### config.mk
export PLATFORM = sky130hd
export DESIGN_NAME = imr_merge_pick
export DESIGN_NICKNAME = d
export VERILOG_FILES = /design/src/rtl/core/imr_pkg.sv /design/src/rtl/core/imr_merge_pick.sv
export SDC_FILE = /design/constraint.sdc
export NUM_CORES = 1
export LEC_CHECK = 0
export BUFFER_PORTS_ARGS = -buffer_cell sky130_fd_sc_hd__buf_2
export CAP_MARGIN = 20
export CORE_ASPECT_RATIO = 1.4
export CORE_MARGIN = 2
export CORE_UTILIZATION = 45
export DETAILED_ROUTE_END_ITERATION = 6
export GPL_TIMING_DRIVEN = 0
export PLACE_DENSITY = 0.88
export SLEW_MARGIN = 20
export SYNTH_ARGS = -nofsm -noshare
export SYNTH_HDL_FRONTEND = slang
export SYNTH_SLANG_ARGS = --single-unit
### constraint.sdc
create_clock -name vclk -period 4.08
set_input_delay 0.204 -clock vclk [all_inputs]
set_output_delay 0.204 -clock vclk [all_outputs]
set_load 0.01 [all_outputs]
### src/rtl/core/imr_pkg.sv
`timescale 1ns / 1ps
// ----------------------------------------------------------------------------
// imr_pkg
// Shared types and constants for the minimum resource count block.
// ----------------------------------------------------------------------------
package imr_pkg;

  localparam int MAX_INTERVALS_DEF = 1024;
  localparam int TIME_W            = 32;
  localparam int COUNT_W           = 11;

  // one interval in
  typedef struct packed {
    logic signed [TIME_W-1:0] start_time;
    logic signed [TIME_W-1:0] end_time;
    logic                     last_interval;
  } item_t;

  // one result out
  typedef struct packed {
    logic [COUNT_W-1:0] resource_count;
    logic               overflowed;
  } result_t;

  // heads of the two runs being merged
  typedef struct packed {
    logic signed [TIME_W-1:0] left_head;
    logic signed [TIME_W-1:0] right_head;
  } heads_t;

  // merge decision
  typedef struct packed {
    logic any;
    logic take_left;
  } pick_t;

endpackage

### src/rtl/core/imr_merge_pick.sv
`timescale 1ns / 1ps
// ----------------------------------------------------------------------------
// imr_merge_pick
// Chooses the next element of a two-run merge from the run heads and bounds.
// ----------------------------------------------------------------------------
module imr_merge_pick #(
  parameter int CW = 8
) (
  input  logic [CW-1:0]       li,
  input  logic [CW-1:0]       le,
  input  logic [CW-1:0]       ri,
  input  logic [CW-1:0]       re,
  input  imr_pkg::heads_t     heads,
  output imr_pkg::pick_t      pick
);
  import imr_pkg::*;

  logic lvalid;
  logic rvalid;

  // left wins on a tie or when the right run is used up
  always_comb begin
    lvalid         = (li < le);
    rvalid         = (ri < re);
    pick.any       = lvalid | rvalid;
    pick.take_left = lvalid & (~rvalid | (heads.left_head <= heads.right_head));
  end

endmodule

* Yosys cells after proc, flatten, opt, wreduce, memory -nomap -nowiden *
Cells that the tools add are included.

operators by class
  magnitude comparators = 3
  bitwise gates (word level) = 4

operators by type and width
  kind            count
  $le A32 B32 Y1  1
  $lt A8 B8 Y1    2
  $or A1 B1 Y1    2
  $and A1 B1 Y1   1
  $not A1 Y1      1

word-level totals
  register bits = 0
  bits of input ports = 96
  output and inout bits = 2
  word-level logic and storage cells = 7

* Logic depth before layout (Yosys ltp) *
Gate-level depths: netlist of the first run.

  word-level depth = 4
  gate-level depth with buffers = 8
  depth with buffers taken out = 8

* Worst setup path after synthesis of the first run *
OpenSTA, ideal clock, no wires.

  path type = input port to output port
  from = input port heads[30] (netlist name)
  to = output port pick[0] (netlist name)
  arrival = 1806 ps
  data required time = 3876 ps
  path slack = 2070 ps
  stages on the path = 7
  buffers on the path = 0
  cell sequence = inv_1 ha_1 a21oi_2 nand2_1 a221o_1 or3_1 a2111oi_2

RTL lines
  what             line                  source
  start, declared  imr_merge_pick.sv:13  input imr_pkg::heads_t heads,
  end, declared    imr_merge_pick.sv:14  output imr_pkg::pick_t pick

==> results.json, run 1 <==
{
  "synth_most_common_cell": "inv_1",
  "grtUsageMet2_pct": 41.5,
  "ir_worst_vdd_mv": 0.0522,
  "synth-seq-area-share_pct": 0,
  "cp-end-kind": "output pin",
  "path_cells": "buf_2 > inv_1 > ha_1 > a21oi_2 > nand2_1 > a221o_1 > or3_1 > a2111oi_2 > buf_2",
  "worst_path_max_delay_cell": "or3_1",
  "critPathRequiredTime_ns": 3.88,
  "gr-max-usage-layer": "met2",
  "final_core_util_pct": 67.3,
  "start_kind": "input port",
  "hold_class": "in -> out",
  "powerDensity_mw_per_mm2": 90.1,
  "boundaryPins": 98,
  "diodes": 0,
  "antenna_found_initial": 0,
  "wl_um": 2930,
  "worstSetupPathType": "in -> out",
  "clock.fmax_ghz": 0.444,
  "period_share_pct": 55.3,
  "switchingPower_uw": 72.7,
  "max_stage_delay_ns": 0.36,
  "post_drt_wl_per_cell_um": 9.69,
  "leakage_nw": 1.15,
  "cp_max_fo": 3,
  "die_h_um": 65.3,
  "yosysWarnings": 0,
  "die_w_um": 47.8,
  "grtUsageMet1_pct": 20.2,
  "met3_usage_pct": 1.10,
  "grt_pass1_wl_um": 4950,
  "grt_pass1_vias": 1372,
  "hold_viol": 0,
  "synth_top_area_cell": "ha_1",
  "synth_area_mm2": 0.00121,
  "postCtsSetupBuffers": 0,
  "rsz0062_at_grt": "false",
  "synthTopCellsByArea": "ha_1 48%, inv_1 15%, a21oi_1 5.4%",
  "fin_crit_ns": 2.25,
  "pwr-share-clk_pct": 0,
  "drv_slew": 0,
  "dr.pass1.iters": 4,
  "maxCapViolCount": 0,
  "nets": 410,
  "num_rows": 22,
  "core_area_mm2": 0.00259,
  "synthCells": 168,
  "slew_headroom_pct": 80.8,
  "cts_resized": 0,
  "p_int_uw": 84.2,
  "clkbuf_count": 0,
  "routed_via_density": 4.90,
  "drive_above_1_share_pct": 38.7,
  "combinationalPowerShare_pct": 100.0,
  "crit_top_cell": "buf_2",
  "critPathArrivalTime_ns": 2.05,
  "critPathBufInv": 3,
  "seq_cell_count": 0,
  "area_delta_synth_final_pct": 44.4,
  "grt_max_degree": 5,
  "grt_overflow": 0,
  "cts_hold_repair.buffers": 0,
  "yosysTopAreaCellShare_pct": 47.7,
  "fin_setup_tns_ns": 0,
  "yosysUniqueCellTypes": 25,
  "antenna_left": 0,
  "place.gp.congestion": 0.741,
  "io_buffers": 98,
  "setup-violations-final": 0,
  "outcome": "completed",
  "dp_hpwl_um": 2810,
  "dieArea_mm2": 0.00312,
  "regArea_um2": 0,
  "drt_iter0_markers": 7,
  "syn-num-nets": 310,
  "synth_commonest_cells": "47 x inv_1, 46 x ha_1, 13 x a21oi_1, 8 x nand2_1",
  "switching_share_pct": 46.3,
  "drc": 0,
  "syn_avg_cell_area_um2": 7.18,
  "p_seq_share_pct": 0,
  "start_util_pct": 46.6,
  "vias": 1479,
  "grt_usage_pct": 19.8,
  "tightest_slew_ns": 0.286,
  "crit_family": "compound AO/OA/AOI/OAI gates"
}
## logic make-up after synthesis
group / synth area share, %
fa+ha+maj: 47.7
simple gates: 17.2
buf+inv: 14.6
compound gates: 20.4
## stage by stage
step / instance area (um2) / total power [mW] / hold slack [ns] / cells / setup WS (ns)
global placement: 1740 / 0.152 / 1.02 / 302 / 1.85
global route: 1740 / 0.185 / 1.05 / 302 / 1.69
floorplan: 1210 / 0.0904 / 0.755 / 168 / 2.07
CTS: 1740 / 0.159 / 1.02 / 302 / 1.81
finish: 1740 / 0.157 / 0.998 / 302 / 1.83
detailed placement: 1740 / 0.158 / 1.02 / 302 / 1.82
## cells in the final DEF, fill, tap and decap left out, drive strengths merged
| cell | netlist | routed |
|---|---|---|
| o41a | 1 | 1 |
| o211ai | 1 | 1 |
| buf | 0 | 98 |
| o31ai | 1 | 1 |
| nand4 | 8 | 8 |
| a2111oi | 1 | 1 |
| nor2b | 1 | 1 |
| nand2 | 8 | 8 |
| nand3 | 7 | 7 |
| ha | 46 | 46 |
| or3 | 2 | 2 |
| nor2 | 4 | 4 |
| a221o | 2 | 2 |
| nor4 | 1 | 1 |
| and2 | 1 | 1 |
| a211oi | 2 | 2 |
| nor3 | 3 | 3 |
| nand2b | 3 | 3 |
| a21oi | 15 | 15 |
| o311a | 1 | 1 |
| o21ai | 8 | 8 |
| a21o | 5 | 5 |
| inv | 47 | 47 |
## final timing paths
kind  startpoint       to  slack [ns]  cells past startpoint
min        li[5]  pick[0]         1.0                      5
max    heads[30]  pick[0]        1.83                      9
## routing by layer
layer | up-vias | wire length (um)
met5 | - | 0
met4 | 0 | 15
met3 | 2 | 258
met2 | 72 | 1560
met1 | 622 | 1090
li1 | 783 | -
## power groups by stage
| stage | Combinational (mW) | Sequential, mW | Clock, mW |
|---|---|---|---|
| final | 0.157 | 0 | 0 |
| after global routing | 0.185 | 0 | 0 |
| after CTS | 0.159 | 0 | 0 |
| after detailed placement | 0.158 | 0 | 0 |
| after global placement | 0.152 | 0 | 0 |
| after floorplan | 0.0904 | 0 | 0 |
## layout make-up
cell class,instances,area [um2]
Timing Repair Buffer,98,490
Fill cell,255,846
Multi-Input combinational cell,121,1030
Tap cell,36,45.0
Inverter,47,176
(Power assumes the default switching activity.)
==> inputs of run 2 (changes only) <==
--- a/config.mk
+++ b/config.mk
@@ -9,10 +9,10 @@
 export CAP_MARGIN = 20
 export CORE_ASPECT_RATIO = 1.4
 export CORE_MARGIN = 2
-export CORE_UTILIZATION = 45
+export CORE_UTILIZATION = 38
 export DETAILED_ROUTE_END_ITERATION = 6
 export GPL_TIMING_DRIVEN = 0
-export PLACE_DENSITY = 0.88
+export PLACE_DENSITY = 0.79
 export SLEW_MARGIN = 20
 export SYNTH_ARGS = -nofsm -noshare
 export SYNTH_HDL_FRONTEND = slang
==> constraint.sdc (replaced) <==
create_clock -name vclk -period 1.99
set_input_delay 0.0995 -clock vclk [all_inputs]
set_output_delay 0.0995 -clock vclk [all_outputs]
set_load 0.01 [all_outputs]
==> run 2 against run 1 <==
Net effect:
- the flow now finishes with violations (negative setup slack)
- setup slack worse by 1.8 ns
- core utilization is 3.2 points higher
- hold slack worse by 0.15 ns
- non-clock buffer count is 7 higher
- count of clock-buffer cells in the layout stayed put
- critical path type unchanged
- critical endpoint unchanged
- largest cell class unchanged
- largest power group unchanged
- highest routed layer unchanged
==> results.json, run 2 (same netlist as run 1, synthesis figures left out) <==
{
  "wl_um": 4020,
  "nets": 417,
  "combinationalPowerShare_pct": 100.0,
  "antenna_left": 0,
  "fin_crit_ns": 1.99,
  "hp-start": "li[5]",
  "die_w_um": 51.6,
  "setup_ws_ns": -0.00267,
  "critPathRequiredTime_ns": 1.89,
  "post_drt_wl_per_cell_um": 12.9,
  "cp_max_fo": 3,
  "grt_usage_pct": 20.3,
  "place.gp.congestion": 0.757,
  "dr.pass1.iters": 4,
  "worstSetupPathType": "in -> out",
  "grt_pass1_vias": 1600,
  "powerDensity_mw_per_mm2": 208,
  "final_common_cell": "buf_2",
  "dpl_cell_area_mm2": 0.00175,
  "start_kind": "input port",
  "critPathBufInv": 3,
  "grt_overflow": 0,
  "period_share_pct": 100,
  "regArea_um2": 0,
  "setup-violations-final": 1,
  "hold_class": "in -> out",
  "final_area_mm2": 0.00216,
  "rsz0062_at_grt": "true",
  "hold_viol": 0,
  "final_core_util_pct": 70.5,
  "layout_common_cells": "83 x buf_2, 35 x inv_1, 31 x ha_1",
  "start_util_pct": 39.4,
  "dp_hpwl_um": 2940,
  "fin_setup_tns_ns": -0.00267,
  "p_int_uw": 248,
  "finalNonFillerCells": 312,
  "diodes": 0,
  "die_h_um": 70.7,
  "switchingPower_uw": 200,
  "grt_pass1_wl_um": 6070,
  "antenna_found_initial": 0,
  "grt_max_degree": 5,
  "clock.fmax_ghz": 0.502,
  "boundaryPins": 98,
  "dp.cells": 305,
  "slew_headroom_pct": 81.4,
  "p_seq_share_pct": 0,
  "path_cells": "buf_6 > inv_4 > ha_4 > a21oi_2 > nand2_1 > a221o_1 > or3_4 > a2111oi_4 > buf_2",
  "drc": 0,
  "num_rows": 24,
  "pwr-share-clk_pct": 0,
  "vias": 1567,
  "seq_cell_count": 0,
  "startpoint": "heads[30]",
  "dieArea_mm2": 0.00365,
  "io_buffers": 98,
  "leakage_nw": 1.21,
  "core_area_mm2": 0.00306,
  "drt_iter0_markers": 11,
  "critPathArrivalTime_ns": 1.89,
  "violations": "negative setup slack",
  "switching_share_pct": 44.6,
  "worst_path_max_delay_cell": "or3_4",
  "routed_via_density": 5.02,
  "area_delta_synth_final_pct": 79.1,
  "outcome": "finished with violations",
  "maxCapViolCount": 0,
  "drv_slew": 0,
  "crit_family": "compound AO/OA/AOI/OAI gates",
  "tightest_slew_ns": 0.277,
  "holdWs_ns": 0.846,
  "ir_worst_vdd_mv": 0.108,
  "drive_above_1_share_pct": 53.5,
  "max_stage_delay_ns": 0.36,
  "cp-end-kind": "output pin",
  "cts_hold_repair.buffers": 0,
  "clkbuf_count": 0
}
-- run 2: area by class of cell --
class	count	area (um2)
Fill cell	244	902
Inverter	47	189
Multi-Input combinational cell	121	1290
Tap cell	39	48.8
Timing Repair Buffer	105	637
-- run 2: metrics by stage --
step / setup slack, ns / total power, mW
floorplan: 0.189 / 0.185
global placement: -0.0662 / 0.311
detailed placement: -0.132 / 0.325
CTS: 0.000659 / 0.403
global route: -0.0387 / 0.503
finish: -0.00267 / 0.449
-- run 2: metal layers --
metal  vias to the layer above  track usage (%)  part of all wire, %
li1                        797                -                    -
met3                        10             1.48                  4.9
met4                         0             3.51                  2.5
met2                        63             45.7                   60
met1                       697             18.1                   32
met5                         -                0                    0
-- run 2: worst paths after layout --
check / slack, ns / endpoint / cells past startpoint
min: 0.85 / pick[1] / 5
max: -0.003 / pick[0] / 9
-- run 2: what timing repair did --
| action | in CTS | in global routing |
|---|---|---|
| setup buffers | 4 | 3 |
| resized for setup | 36 | 26 |
| setup endpoints to repair | 1 | 1 |
| hold endpoints to repair | 0 | 0 |
| pin swaps | 16 | 23 |
-- run 2: power by group through the flow --
stage	clock network, mW	logic [mW]	registers (mW)
3_3_place_gp	0	0.311	0
5_1_grt	0	0.503	0
4_1_cts	0	0.403	0
3_5_place_dp	0	0.325	0
6_report	0	0.449	0
2_1_floorplan	0	0.185	0
